<file path="src/sv/sdp_pkg.sv">
`timescale 1ns / 1ps
// sdp_pkg: types, codes and the half-step coil table for the stepper door positioner.
// No dependencies; imported by sdp_tick_logic and stepper_door_positioner_core.
package sdp_pkg;

    localparam int FieldPosW = 16;
    localparam int TravelW   = 16;
    localparam int CmdW      = 2;
    localparam int CoilW     = 4;
    localparam int PhaseW    = 3;

    localparam logic [CmdW-1:0] CMD_NONE  = 2'd0;
    localparam logic [CmdW-1:0] CMD_SET   = 2'd1;
    localparam logic [CmdW-1:0] CMD_CLEAR = 2'd2;

    localparam int AddrW = 3;
    localparam logic [AddrW-1:0] ADDR_FULL_TRAVEL = 3'd0;
    localparam logic [TravelW-1:0] FULL_TRAVEL_RESET = 16'd1024;

    typedef struct packed {
        logic [CmdW-1:0] open_command;
        logic            force_close_request;
        logic            close_hold;
        logic            dispensing;
    } t_in_item;

    typedef struct packed {
        logic [CoilW-1:0]     coil_pattern;
        logic [FieldPosW-1:0] step_position;
        logic                 open_latched;
        logic                 force_close_active;
    } t_out_item;

    typedef struct packed {
        logic open_latch;
        logic opened_since;
        logic force_close;
    } t_flags;

    // half-step sequence, one entry per phase
    function automatic logic [CoilW-1:0] coil_lookup(input logic [PhaseW-1:0] phase);
        logic [CoilW-1:0] pat;
        case (phase)
            3'd0: pat = 4'h1;
            3'd1: pat = 4'h9;
            3'd2: pat = 4'h8;
            3'd3: pat = 4'hC;
            3'd4: pat = 4'h4;
            3'd5: pat = 4'h6;
            3'd6: pat = 4'h2;
            3'd7: pat = 4'h3;
            default: pat = 4'h0;
        endcase
        return pat;
    endfunction

endpackage

</file>
<file path="src/sv/stepper_door_positioner_core.sv">
`timescale 1ns / 1ps
// stepper_door_positioner_core: top level of the stepper door positioner.
// Depends on sdp_pkg and sdp_tick_logic.
//
// Usage:
//   Input channel (i_in_valid / i_in_data / o_in_stall) carries one motor tick per
//   transfer. Output channel (o_out_valid / o_out_data / i_out_stall) returns one
//   result per tick: coil pattern, position, open latch and forced-close latch.
//   The APB port holds one register, full_travel, at byte address 0; the user
//   must write it only while no tick is in flight; the block does not enforce it.
// Path: a tick passes through the input register, then the result register.
//   Throughput: one tick per cycle while the output is not stalled; the tick
//   logic updates position and latches combinationally, so it does not limit
//   that rate.
// Reset (synchronous, active low): position 0, all latches clear, full_travel
//   1024, both pipeline registers empty.
// Output stall: the result register holds its value; the input register keeps
//   its tick and o_in_stall rises once it is also full. Nothing is dropped.
module stepper_door_positioner_core
    import sdp_pkg::*;
#(
    parameter int POSITION_BITS = 16
) (
    input  logic               i_clk,
    input  logic               i_rst_n,
    input  logic               i_in_valid,
    output logic               o_in_stall,
    input  t_in_item           i_in_data,
    output logic               o_out_valid,
    input  logic               i_out_stall,
    output t_out_item          o_out_data,
    input  logic               psel,
    input  logic               penable,
    input  logic               pwrite,
    input  logic [AddrW-1:0]   paddr,
    input  logic [31:0]        pwdata,
    output logic [31:0]        prdata,
    output logic               pready
);

    logic [TravelW-1:0]       r_full_travel;
    logic                     r_in_valid;
    t_in_item                 r_in;
    logic                     r_out_valid;
    t_out_item                r_out;
    logic [POSITION_BITS-1:0] r_pos;
    t_flags                   r_flags;

    logic [POSITION_BITS-1:0] n_pos;
    t_flags                   n_flags;
    logic [CoilW-1:0]         n_coils;
    logic                     adv;
    logic                     in_take;
    logic                     cfg_wr;

    assign pready = 1'b1;
    assign cfg_wr = psel & penable & pwrite & pready;
    assign prdata = (paddr == ADDR_FULL_TRAVEL) ? 32'(r_full_travel) : '0;

    // result stage can take a new tick when empty or draining this cycle
    assign adv        = !r_out_valid || !i_out_stall;
    assign in_take    = !r_in_valid || adv;
    assign o_in_stall = !in_take;

    sdp_tick_logic #(
        .POSITION_BITS(POSITION_BITS)
    ) u_tick (
        .i_item       (r_in),
        .i_pos        (r_pos),
        .i_flags      (r_flags),
        .i_full_travel(r_full_travel),
        .o_pos        (n_pos),
        .o_flags      (n_flags),
        .o_coils      (n_coils)
    );

    always_ff @(posedge i_clk) begin
        if (!i_rst_n) begin
            r_full_travel <= FULL_TRAVEL_RESET;
            r_in_valid    <= 1'b0;
            r_out_valid   <= 1'b0;
            r_pos         <= '0;
            r_flags       <= '0;
        end else begin
            if (cfg_wr && paddr == ADDR_FULL_TRAVEL) begin
                r_full_travel <= pwdata[TravelW-1:0];
            end
            if (in_take) begin
                r_in_valid <= i_in_valid;
            end
            if (adv) begin
                r_out_valid <= r_in_valid;
            end
            if (r_in_valid && adv) begin
                r_pos   <= n_pos;
                r_flags <= n_flags;
            end
        end
    end

    always_ff @(posedge i_clk) begin
        if (in_take && i_in_valid) begin
            r_in <= i_in_data;
        end
        if (r_in_valid && adv) begin
            r_out.coil_pattern       <= n_coils;
            r_out.step_position      <= FieldPosW'(n_pos);
            r_out.open_latched       <= n_flags.open_latch;
            r_out.force_close_active <= n_flags.force_close;
        end
    end

    assign o_out_valid = r_out_valid;
    assign o_out_data  = r_out;

`ifndef SYNTHESIS
    // a tick leaving the input register always lands in the result register
    a_tick_moves: assert property (@(posedge i_clk) disable iff (!i_rst_n)
        (r_in_valid && adv) |=> r_out_valid)
        else $error("tick lost between input and result register");

    // a held tick in the input register keeps its payload
    a_in_hold: assert property (@(posedge i_clk) disable iff (!i_rst_n)
        (r_in_valid && !adv) |=> (r_in_valid && $stable(r_in)))
        else $error("input register changed while blocked");

    // half stepping never energizes more than two coils
    a_coils: assert property (@(posedge i_clk) disable iff (!i_rst_n)
        r_out_valid |-> ($countones(r_out.coil_pattern) <= 2))
        else $error("more than two coils driven");
`endif

endmodule

</file>
<file path="src/sv/sdp_tick_logic.sv">
`timescale 1ns / 1ps
// sdp_tick_logic: combinational next-state and coil output for one motor tick.
// Depends on sdp_pkg.
module sdp_tick_logic
    import sdp_pkg::*;
#(
    parameter int POSITION_BITS = 16
) (
    input  t_in_item                 i_item,
    input  logic [POSITION_BITS-1:0] i_pos,
    input  t_flags                   i_flags,
    input  logic [TravelW-1:0]       i_full_travel,
    output logic [POSITION_BITS-1:0] o_pos,
    output t_flags                   o_flags,
    output logic [CoilW-1:0]         o_coils
);

    localparam int LimW = (POSITION_BITS > TravelW) ? POSITION_BITS : TravelW;
    localparam logic [POSITION_BITS-1:0] PosMax = '1;

    logic [LimW-1:0]          travel_ext;
    logic [POSITION_BITS-1:0] limit;
    logic                     force_l;
    logic                     open_l;
    logic [POSITION_BITS-1:0] close_start;

    assign travel_ext = LimW'(i_full_travel);
    // saturate full travel to what the position register can hold
    assign limit = (travel_ext > LimW'(PosMax)) ? PosMax : POSITION_BITS'(travel_ext);

    always_comb begin
        force_l = i_flags.force_close | i_item.force_close_request;
        case (i_item.open_command)
            CMD_SET:   open_l = 1'b1;
            CMD_CLEAR: open_l = 1'b0;
            default:   open_l = i_flags.open_latch;
        endcase
        close_start = i_flags.opened_since ? limit : i_pos;

        o_pos                = i_pos;
        o_flags.force_close  = force_l;
        o_flags.open_latch   = open_l;
        o_flags.opened_since = i_flags.opened_since;

        if (force_l) begin
            if (i_pos != '0) begin
                if (!i_item.close_hold) begin
                    o_pos = i_pos - POSITION_BITS'(1);
                end
            end else begin
                o_flags.force_close = 1'b0;
            end
        end else if (open_l) begin
            o_flags.opened_since = 1'b1;
            if (i_pos < limit) begin
                o_pos = i_pos + POSITION_BITS'(1);
            end else begin
                o_pos = limit;
                if (!i_item.dispensing) begin
                    o_flags.open_latch = 1'b0;
                end
            end
        end else begin
            // closing after an open snaps to full travel first
            o_flags.opened_since = 1'b0;
            if (close_start != '0 && !i_item.close_hold) begin
                o_pos = close_start - POSITION_BITS'(1);
            end else begin
                o_pos = close_start;
            end
        end

        if (o_pos == '0 || o_pos == limit) begin
            o_coils = '0;
        end else begin
            o_coils = coil_lookup(o_pos[PhaseW-1:0]);
        end
    end

endmodule

</file>
<file path="config.mk">
export PLATFORM = sky130hd
export DESIGN_NAME = stepper_door_positioner_core
export DESIGN_NICKNAME = d
export VERILOG_FILES = /design/src/sv/sdp_pkg.sv /design/src/sv/stepper_door_positioner_core.sv /design/src/sv/sdp_tick_logic.sv
export SDC_FILE = /design/constraint.sdc
export NUM_CORES = 1
export LEC_CHECK = 0
export ABC_AREA = 1
export BUFFER_PORTS_ARGS = -buffer_cell sky130_fd_sc_hd__buf_2
export CAP_MARGIN = 40
export CORE_UTILIZATION = 61
export CTS_CLUSTER_DIAMETER = 60
export DETAILED_ROUTE_END_ITERATION = 12
export PLACE_DENSITY = 0.87
export REMOVE_ABC_BUFFERS = 1
export SYNTH_ARGS = -nofsm -noshare
export SYNTH_HDL_FRONTEND = slang
export SYNTH_SLANG_ARGS = --single-unit
</file>
<file path="constraint.sdc">
create_clock -name i_clk -period 6.33 [get_ports i_clk]
set_input_delay 1.266 -clock i_clk [delete_from_list [all_inputs] [get_ports i_clk]]
set_output_delay 1.266 -clock i_clk [all_outputs]
set_load 0.01 [all_outputs]
</file>
==> results of run 1 <==
## worst paths after layout
check,start,cells after the start,end,slack (ns)
worst max-delay path,r_flags[1],21,o_out_data[20],2.32
worst min-delay path,r_flags[2],2,r_flags[2],0.47
worst max register to register,r_flags[1],21,o_out_data[20],2.32
worst min register to register,r_flags[2],2,r_flags[2],0.47
## per-stage QoR
step,worst slack (ns),hold slack (ns)
after floorplan,2.34,0.435
after global routing,2.04,0.488
after detailed placement,2.49,0.462
final,2.32,0.471
after CTS,2.46,0.472
after global placement,2.49,0.450
## layout make-up
type / count / area, sq um / share of cell area (%)
clock inverter: 7 / 47.5 / 0.812
timing repair buffer: 76 / 415 / 7.10
clock buffer: 9 / 124 / 2.12
inverter: 90 / 338 / 5.77
multi-input combinational: 671 / 3240 / 55.4
sequential: 64 / 1550 / 26.5
tap: 105 / 131 / 2.25
## where the power goes
group / internal (mW) / switching [mW] / leakage (nW)
clock: 0.142 / 0.185 / 0.0870
sequential: 0.466 / 0.0279 / 0.560
combinational: 0.172 / 0.370 / 2.30
## critical path: stages, from the launching register on
cell and delay [ns]:
dfxtp_1 0.78, buf_4 0.31, nand2_1 0.07, nand2_1 0.15, ha_1 0.34, nand3_2 0.18
nor2_4 0.19, nand2_4 0.10, nand2_4 0.19, inv_2 0.15, nand2_1 0.08, nand3_1 0.12
nand3_1 0.15, nand2_1 0.13, nand2_1 0.10, nand2_1 0.05, nor2_1 0.09, nand2_1 0.06
nor2_1 0.22, nand2_1 0.14, nand2_1 0.10, nor2_1 0.05
## layer usage
metal | up-vias | track usage, %
met2 | 325 | 62.4
li1 | 2868 | -
met1 | 2642 | 45.4
met3 | 49 | 6.16
met5 | - | 0
met4 | 0 | 19.8
## cells by family after synthesis
kind of cell / share of synthesized area [%]
adder cells (fa/ha/maj): 4.44
flip-flops: 29.0
other: 0.140
XOR/XNOR: 2.61
buffers and inverters: 11.7
AO/OA/AOI/OAI: 10.2
AND/OR/NAND/NOR: 41.9
## state kept, by name (all words and copies together) (netlist names)
name and cells:
o_out_valid 1, o_out_data 22, r_in_valid 1, r_pos 16
r_in 5, r_full_travel 16, r_flags 3
## layout by cell type, fill, tap and decap left out, types with 2 or more instances in the layout
| cell | instances |
|---|---|
| a21oi_1 | 46 |
| a31oi_1 | 4 |
| buf_2 | 70 |
| buf_4 | 5 |
| clkbuf_8 | 9 |
| clkinv_1 | 4 |
| clkinv_2 | 2 |
| clkinv_4 | 2 |
| conb_1 | 17 |
| dfxtp_1 | 37 |
| edfxtp_1 | 27 |
| ha_1 | 19 |
| inv_1 | 84 |
| inv_2 | 3 |
| nand2_1 | 256 |
| nand2_2 | 16 |
| nand2_4 | 3 |
| nand3_1 | 113 |
| nand3_2 | 4 |
| nand4_1 | 17 |
| nor2_1 | 79 |
| nor2_2 | 9 |
| nor2_4 | 2 |
| nor3_1 | 12 |
| o21ai_0 | 44 |
| o21ai_1 | 8 |
| or2_2 | 2 |
| xor2_1 | 16 |
==> summary.md, run 1 <==
| Metric | Value |
|---|---|
| CP endpoint kind | register |
| I/O pin count | 104 |
| Critical Path AT | 4.13 ns |
| Count leader, synth | nand2_1 |
| Worst-Margin Slew | 0.710 ns |
| Fmax | ~0.25 GHz |
| Power density cells | around 230 nW/um^2 |
| Die width | between 90 and 100 microns |
| Ys async rst share | 0% |
| Post-synthesis cell count | ~860 |
| Post-synth EDFFs | 27 |
| Placed Instance Area | 5680 sq um |
| Post-synthesis sequential area ratio | 29.0% |
| # Post-CTS Setup Buffers | 0 |
| Top Layer Used | met4 |
| Top cells by area, synth | nand2_1 (18%), edfxtp_1 (15%), dfxtp_1 (14%), nand3_1 (11%), inv_1 (5.9%) |
| Max cap viols | 0 |
| Vias per std cell | approximately 5.8 |
| Worst-skew pair later-pin latency | 0.37 ns |
| RSZ-0062 raised after global routing | false |
| Mapped Avg Cell Area | 6.26 sq um |
| Hold crit path type | reg -> reg |
| Initial antenna violation count | 0 |
| Slew headroom | between 50% and 60% |
| Status | finished clean |
| LEAKAGE | just under 3 nW |
| Area delta synth->final | 9.20% |
| # placed instances | 1006 |
| Max VDD drop | between 0.15 and 0.2 mV |
| Drt wl/cell | approximately 16 microns |
| Setup Skew | 0.00970 ns |
| Drt first-iter violations | around 470 |
| First-pass GRT wire length | 25600 microns |
| M1 wire length | 6700 microns |
| GP Congestion | 1.02 |
| Top FF cell, synth | dfxtp_1 |
| Setup TNS | 0 ns |
| Clock transition at path regs | around 0.080 ns |
| Met3 WL | 1370 microns |
| Yosys cell types | 33 |
| CTS max path bufs | 2 |
| Via count | 5884 |
| Final hold violation count | 0 |
| Vias in the first global route | about 5300 |
| CP required | ~6.5 ns |
| Root Buffer | clkbuf_8 |
| Die H | 95.7 microns |
| Final Instance Count excl. Fillers | slightly above 1000 |
| Routed WL | approximately 16000 microns |
| GRT overflow | 0 |
| Crit path max fanout | 19 |
| Yosys warns | 0 |
| Detailed Place HPWL | 12100 microns |
| Most frequent cells after synthesis | nand2_1 (256), nand3_1 (113), inv_1 (84) |
| Fin crit period | 4.01 ns |
| Pre-antenna DRT Iters | 6 |
| Filler Cell Count | between 700 and 800 |
| Layout Cell Area excl Fill | 5850 sq um |
| WL met2 | approximately 7700 microns |
| Die area | slightly above 9000 sq um |
| Number of buffers added on ports | 70 |
| N_diodes | 0 |
| CTS Buf Count | 9 |
| Register bit total from synthesis | 64 |
| Cell Area, Synth | ~5400 sq um |
| Tcrit/Tclk final | ~63% |
| Aggregate global-route resource usage | 37.2% |
| Final Max Slew Viols | 0 |
| Initial Util | roughly 64% |
| Final setup vio count | 0 |
| Largest net degree at the start of global routing | 32 |
| CP Launch Type | register |
| Setup Crit Path Kind | reg -> reg |
| Share of layout cells above drive strength 1 | around 14% |
| Antenna-violating nets left | 0 |
| CTS Sinks | 64 |
| Area leader, netlist | nand2_1 |
| CTS tree | done |
| Number of remaining DRC errors | 0 |
| Top-area cell type share of the netlist area | roughly 18% |
| Design Power | ~1.4 mW |
| H-tree levels | 3 |
| Layout net count | between 900 and 1000 |
| Final core utilization | 70.2% |
| Core ar. | around 8300 sq um |
| CTS Hold Bufs | 0 |
| Site Rows | 33 |
| CTS resizes | 0 |
(Power assumes the default switching activity.)
==> run 2: changes to the inputs <==
- ABC_AREA: 1 -> 0
- CORE_UTILIZATION: 61 -> 51
- PLACE_DENSITY: 0.87 -> 0.78
- clock period: 6.33 -> 3.5 ns (I/O delays scaled with it)
==> summary.md, run 2 <==
| Metric | Value |
|---|---|
| Status | finished clean |
| Via count | 6264 (+6.5%) |
| LEAKAGE | 3.14 nW (+6.3%) |
| Area delta synth->final | 42.7% |
| Post-synthesis sequential area ratio | 29.3% (+0.33 points) |
| Commonest non-fill, non-tap cells in the layout | buf_4 (163), nand2_1 (89), buf_2 (70), a21oi_1 (55), nor2_1 (45) |
| Pre-antenna DRT Iters | 5 (-1) |
| Top FF cell, synth | dfxtp_1 |
| I/O pin count | 104 (unchanged) |
| Critical Path AT | 3.60 ns (-0.53 ns) |
| First-pass GRT wire length | 32200 microns (+26%) |
| Die area | 10800 sq um (+18%) |
| Register bit total from synthesis | 64 (unchanged) |
| Number of remaining DRC errors | 0 (unchanged) |
| CTS tree | done |
| CTS Sinks | 64 (unchanged) |
| Vias in the first global route | 5993 (+14%) |
| Count leader, synth | nand2_1 |
| CP endpoint kind | register |
| Area leader, netlist | edfxtp_1 |
| Root Buffer | clkbuf_8 |
| Placed Instance Area | 6730 sq um (+18%) |
| GR met2 Demand/Resource | 62.3% (-0.11 points) |
| Post-synth EDFFs | 27 (unchanged) |
| Setup Skew | 0.00979 ns (+0.0000946 ns) |
| Antenna-violating nets left | 0 (unchanged) |
| Busiest grt layer | met2 |
| Crit path max fanout | 5 (-14) |
| Setup Crit Path Kind | reg -> reg |
| RSZ-0062 raised after global routing | true |
| Yosys cell types | 78 (+140%) |
| Most frequent cell on the critical path | buf_4 |
| Fin crit period | 3.49 ns (-0.518 ns) |
| Worst-skew pair later-pin latency | 0.37 ns (about the same) |
| Routed WL | 21500 microns (+31%) |
| Ys async rst share | 0% (unchanged) |
| GP Congestion | 0.995 (-2.5%) |
| Clock transition at path regs | 0.08 ns (about the same) |
| Top-area cell type share of the netlist area | 15.3% (-2.6 points) |
| Aggregate global-route resource usage | 38.7% (+1.5 points) |
| Number of buffers added on ports | 70 (unchanged) |
| Worst hold slack | 0.490 ns (+0.0189 ns) |
| Critical path's largest stage delay | 0.50 ns (-0.28 ns) |
| CP required | 3.61 ns (-2.84 ns) |
| Worst-Margin Slew | 0.818 ns (+0.107 ns) |
| Yosys warns | 0 (unchanged) |
| Mapped Avg Cell Area | 7.94 sq um (+27%) |
| Final Max Slew Viols | 0 (unchanged) |
| Critical-path cell list | buf_4 -> mux2i_4 -> ha_2 -> nand4_1 -> nor4_2 -> mux2i_2 -> buf_4 -> buf_4 -> buf_4 -> a311oi_1 -> or4_4 -> nor4_4 -> a211oi_2 |
| Die width | 104 microns (+8.6%) |
| Max reg flops | 22 (unchanged) |
| Fmax | 0.287 GHz (+15%) |
| Max cap viols | 0 (unchanged) |
| Initial antenna violation count | 0 (unchanged) |
| GRT overflow | 0 (unchanged) |
| Vias per std cell | 6.20 (+7.7%) |
| N_diodes | 0 (unchanged) |
| Drt first-iter violations | 521 (+12%) |
| CTS Hold Bufs | 0 (unchanged) |
| Tcrit/Tclk final | 99.7% (+36 points) |
| Max VDD drop | 0.231 mV (+53%) |
| CTS max path bufs | 2 (unchanged) |
| Most common cell after layout, fill and taps aside | buf_4 |
| Hold crit path type | reg -> reg |
| Detailed Place HPWL | 15900 microns (+32%) |
| CP Launch Type | register |
| H-tree levels | 3 (unchanged) |
| Drt wl/cell | 21.3 microns (+32%) |
| Layout Cell Area excl Fill | 7560 sq um (+29%) |
| Site Rows | 36 (+9.1%) |
| Global-route met3 utilization | 5.70% (-0.46 points) |
| Initial Util | 53.5% (-11 points) |
| Final setup vio count | 0 (unchanged) |
| CTS Buf Count | 9 (unchanged) |
| Share of layout cells above drive strength 1 | 40.1% (+26 points) |
| Final Instance Count excl. Fillers | 1010 (-1.2%) |
| Layout net count | 938 (-4.1%) |
| Power density cells | 414 nW/um^2 (+78%) |
| Top cells by area, synth | edfxtp_1 (15%), dfxtp_1 (14%), nand2_1 (6.4%), a21oi_1 (5.4%), ha_1 (4.5%) |
| Most frequent cells after synthesis | nand2_1 (90), a21oi_1 (57), nor2_1 (49) |
| Grt met1 use | 49.7% (+4.3 points) |
| Die H | 104 microns (+8.6%) |
| CP Buf/Inv Count | 4 (+2) |
| Final hold violation count | 0 (unchanged) |
| Delay-heaviest family, CP | simple AND/OR/NAND/NOR gates |
| Cell Area, Synth | 5300 sq um (-1.1%) |
| Largest net degree at the start of global routing | 27 (-16%) |
| Post-synthesis cell count | 667 (-22%) |
| # placed instances | 976 (-3.0%) |
| Critical path's slowest cell | or4_4 |
| Core ar. | 9910 sq um (+19%) |
| Slew headroom | 45.2% (-7.4 points) |
-- run 2: cell types whose count changed after synthesis, sizes merged, moves of 11 or more --
cell,previous run,this run
a211oi,1,14
a21oi,46,57
and2,0,18
clkbuf,16,33
inv,87,26
mux2i,0,22
nand2,275,90
nand3,117,17
nor2,90,49
nor4,0,17
o21ai,53,19
xnor2,0,19
-- run 2: routing by layer --
metal,routed length (microns),up-vias
met3,1490,92
li1,-,2823
met2,10100,366
met4,1130,0
met5,0,-
met1,8720,2983
-- run 2: tightest hold or removal path, cell delays in order, from the launching register on --
cell and delay, ns:
dfxtp_1 0.33, nand2_1 0.06, a21oi_1 0.06
-- run 2: kinds of logic (layout without fill, tap and decap cells) --
| kind of cell | Yosys count | count (layout) | share of synthesized area (%) |
|---|---|---|---|
| AO/OA/AOI/OAI | 157 | 157 | 20.5 |
| XOR/XNOR | 33 | 33 | 5.45 |
| AND/OR/NAND/NOR | 276 | 276 | 27.0 |
| flip-flops | 64 | 64 | 29.3 |
| other | 2 | 17 | 0.142 |
| multiplexers | 28 | 28 | 5.43 |
| adder cells (fa/ha/maj) | 19 | 19 | 4.49 |
| buffers and inverters | 88 | 283 | 7.74 |
-- run 2: timing repair --
item | in CTS | in global routing
setup buffers | 10 | 9
setup endpoints to repair | 4 | 4
resized for setup | 44 | 60
pin swaps | 20 | 25
-- run 2: final timing paths --
path,from,endpoint,slack [ns],cells after the start
setup reg to reg,r_flags[1],o_out_data[18],0.01,13
hold / removal,r_flags[0],r_flags[0],0.49,2
setup / recovery,r_flags[1],o_out_data[18],0.01,13
hold reg to reg,r_flags[0],r_flags[0],0.49,2
-- run 2: stage by stage --
step / total power, mW / util (%) / worst slack [ns] / setup TNS [ns]
floorplan: 1.56 / - / -0.197 / -0.697
global route: 3.25 / 76.3 / -0.0608 / -0.158
detailed placement: 2.16 / 67.9 / -0.164 / -0.591
CTS: 2.96 / 72.5 / 0.00129 / 0
global placement: 2.14 / 67.9 / -0.0779 / -0.180
finish: 3.13 / 76.3 / 0.0117 / 0
-- run 2: area by class of cell --
type	count	area, sq um
multi-input combinational	530	3830
timing repair buffer	240	1670
clock buffer	10	149
fill	725	2350
inverter	27	101
clock inverter	6	72.6
tap	133	166
sequential	64	1570
-- run 2: power by group --
part / internal [mW] / switching, mW
sequential: 0.844 / 0.0381
clock: 0.379 / 0.350
combinational: 0.697 / 0.822
==> run 3: changes to the inputs <==
- CORE_ASPECT_RATIO: unset -> 0.8
==> summary.md, run 3 (synthesized netlist as in run 2, its figures left out) <==
| Metric | Value |
|---|---|
| Die area | 10800 sq um (about the same) |
| I/O pin count | 104 (unchanged) |
| Site Rows | 32 (-11%) |
| Critical Path AT | 3.63 ns (+0.03 ns) |
| Pre-antenna DRT Iters | 7 (+2) |
| Status | complete, but fails checks |
| CTS max path bufs | 2 (unchanged) |
| Tcrit/Tclk final | 102% (+1.9 points) |
| Crit path max fanout | 4 (-1) |
| CTS Sinks | 64 (unchanged) |
| Share of layout cells above drive strength 1 | 36.8% (-3.4 points) |
| First-pass GRT wire length | 31700 microns (-1.5%) |
| CP Buf/Inv Count | 3 (-1) |
| GP Congestion | 1.00 (+0.80%) |
| Design Power | 3.38 mW (+7.9%) |
| CTS Hold Bufs | 0 (unchanged) |
| Final core utilization | 75.8% (-0.45 points) |
| Routed WL | 20700 microns (-3.5%) |
| Initial antenna violation count | 0 (unchanged) |
| Layout net count | 929 (-0.96%) |
| Initial Util | 53.8% (+0.33 points) |
| Max cap viols | 0 (unchanged) |
| Final WS setup | -0.0536 ns (-0.0653 ns) |
| Core ar. | 9850 sq um (-0.61%) |
| Failing checks | setup timing |
| Detailed Place HPWL | 15600 microns (-1.9%) |
| Critical-path cell list | inv_4 -> ha_4 -> or4b_4 -> a2111o_1 -> buf_6 -> nor3_4 -> nor3_4 -> o31a_1 -> a211oi_2 -> nand4_1 -> nor4_4 -> buf_4 -> a211oi_1 |
| CTS Buf Count | 9 (unchanged) |
| Via count | 6150 (-1.8%) |
| Final Max Slew Viols | 0 (unchanged) |
| Fmax | 0.281 GHz (-1.8%) |
| Most frequent cell on the critical path | nor3_4 |
| Critical path's largest stage delay | 0.50 ns (about the same) |
| LEAKAGE | 3.12 nW (-0.64%) |
| Critical path's slowest cell | a2111o_1 |
| Setup Crit Path Kind | reg -> reg |
| Die width | 116 microns (+12%) |
| Die H | 93.2 microns (-10%) |
| Final setup vio count | 4 (+4) |
| Drt first-iter violations | 624 (+20%) |
| Placed Instance Area | 6720 sq um (-0.20%) |
| Multi-input logic area | 3720 sq um (-2.8%) |
| GRT overflow | 0 (unchanged) |
| Aggregate global-route resource usage | 39.4% (+0.77 points) |
| Delay-heaviest family, CP | simple AND/OR/NAND/NOR gates |
| Most common cell after layout, fill and taps aside | buf_4 |
| Largest net degree at the start of global routing | 25 (-7.4%) |
| Hold crit path type | reg -> reg |
| Setup Skew | 0.00595 ns (-0.00385 ns) |
| Number of remaining DRC errors | 0 (unchanged) |
| RSZ-0062 raised after global routing | true |
| Antenna-violating nets left | 0 (unchanged) |
| CP required | 3.58 ns (-0.03 ns) |
| R2R setup slack | -0.05 ns (-0.07 ns) |
| Commonest non-fill, non-tap cells in the layout | buf_4 (159), nand2_1 (89), buf_2 (70), a21oi_1 (56), nor2_1 (48) |
| N_diodes | 0 (unchanged) |
| Layout Cell Area excl Fill | 7470 sq um (-1.2%) |
| Vias in the first global route | 5814 (-3.0%) |
| Worst-skew pair later-pin latency | 0.34 ns (-0.03 ns) |
| Slew headroom | 53.0% (+7.9 points) |
| CP endpoint kind | register |
| Power density cells | 452 nW/um^2 (+9.2%) |
| Filler Cell Count | 730 (+0.69%) |
| Worst-Margin Slew | 0.702 ns (-0.115 ns) |
| CP Launch Type | register |
| Register area | 1560 sq um (-0.48%) |
| Setup TNS | -0.174 ns (-0.174 ns) |
| Final hold violation count | 0 (unchanged) |
| Max VDD drop | 0.366 mV (+59%) |
| Clock transition at path regs | 0.06 ns (-0.02 ns) |
| Fin crit period | 3.55 ns (+0.0653 ns) |
| Area delta synth->final | 41.0% |
| Root Buffer | clkbuf_16 |
| Number of buffers added on ports | 70 (unchanged) |
| Vias per std cell | 6.13 (-1.2%) |
| Max reg flops | 22 (unchanged) |
| CTS tree | done |
| Drt wl/cell | 20.6 microns (-3.0%) |
| H-tree levels | 3 (unchanged) |
## run 3: changes by cell type in the layout (fill, tap and decap cells not counted), sizes merged
| cell | previous run | this run |
|---|---|---|
| inv | 28 | 26 |
| buf | 240 | 231 |
| bufinv | 1 | 3 |
## run 3: final timing paths
path | cells after the start | to | from
setup / recovery | 13 | o_out_data[18] | r_pos[1]
hold / removal | 2 | r_flags[0] | r_flags[0]
setup reg to reg | 13 | o_out_data[18] | r_pos[1]
hold reg to reg | 2 | r_flags[0] | r_flags[0]
## run 3: timing repair
item,in CTS,in global routing
resized for setup,25,45
setup buffers,4,4
setup endpoints to repair,4,4
pin swaps,12,18
## run 3: tightest hold or removal path, stage by stage (launching register included)
cell and delay (ns):
dfxtp_1 0.33, nand2_1 0.06, a21oi_1 0.05
## run 3: layout make-up
type                       instances  area share [%]
clock buffer                      10            3.20
clock inverter                     6            1.42
inverter                          27            1.39
multi-input combinational        530            49.8
sequential                        64            20.9
tap                              136            2.28
timing repair buffer             231            21.0
## run 3: through the flow
step                cells  hold slack, ns  setup slack, ns
CTS                  1000           0.495          0.00814
detailed placement    980           0.488           -0.227
global placement      980           0.471           -0.127
global route         1004           0.514           -0.165
finish               1004           0.497          -0.0536
floorplan             621           0.445           -0.197
## run 3: routing by layer
layer / vias up / track usage, % / wire length [microns]
met2: 374 / 62.8 / 9350
met4: 0 / 16.6 / 879
met1: 2902 / 51.0 / 8730
met5: - / 0 / 0
li1: 2798 / - / -
met3: 76 / 9.14 / 1760
## run 3: power breakdown
group | internal [mW] | switching [mW]
Combinational | 0.643 | 0.793
Sequential | 0.844 | 0.0347
Clock | 0.711 | 0.350
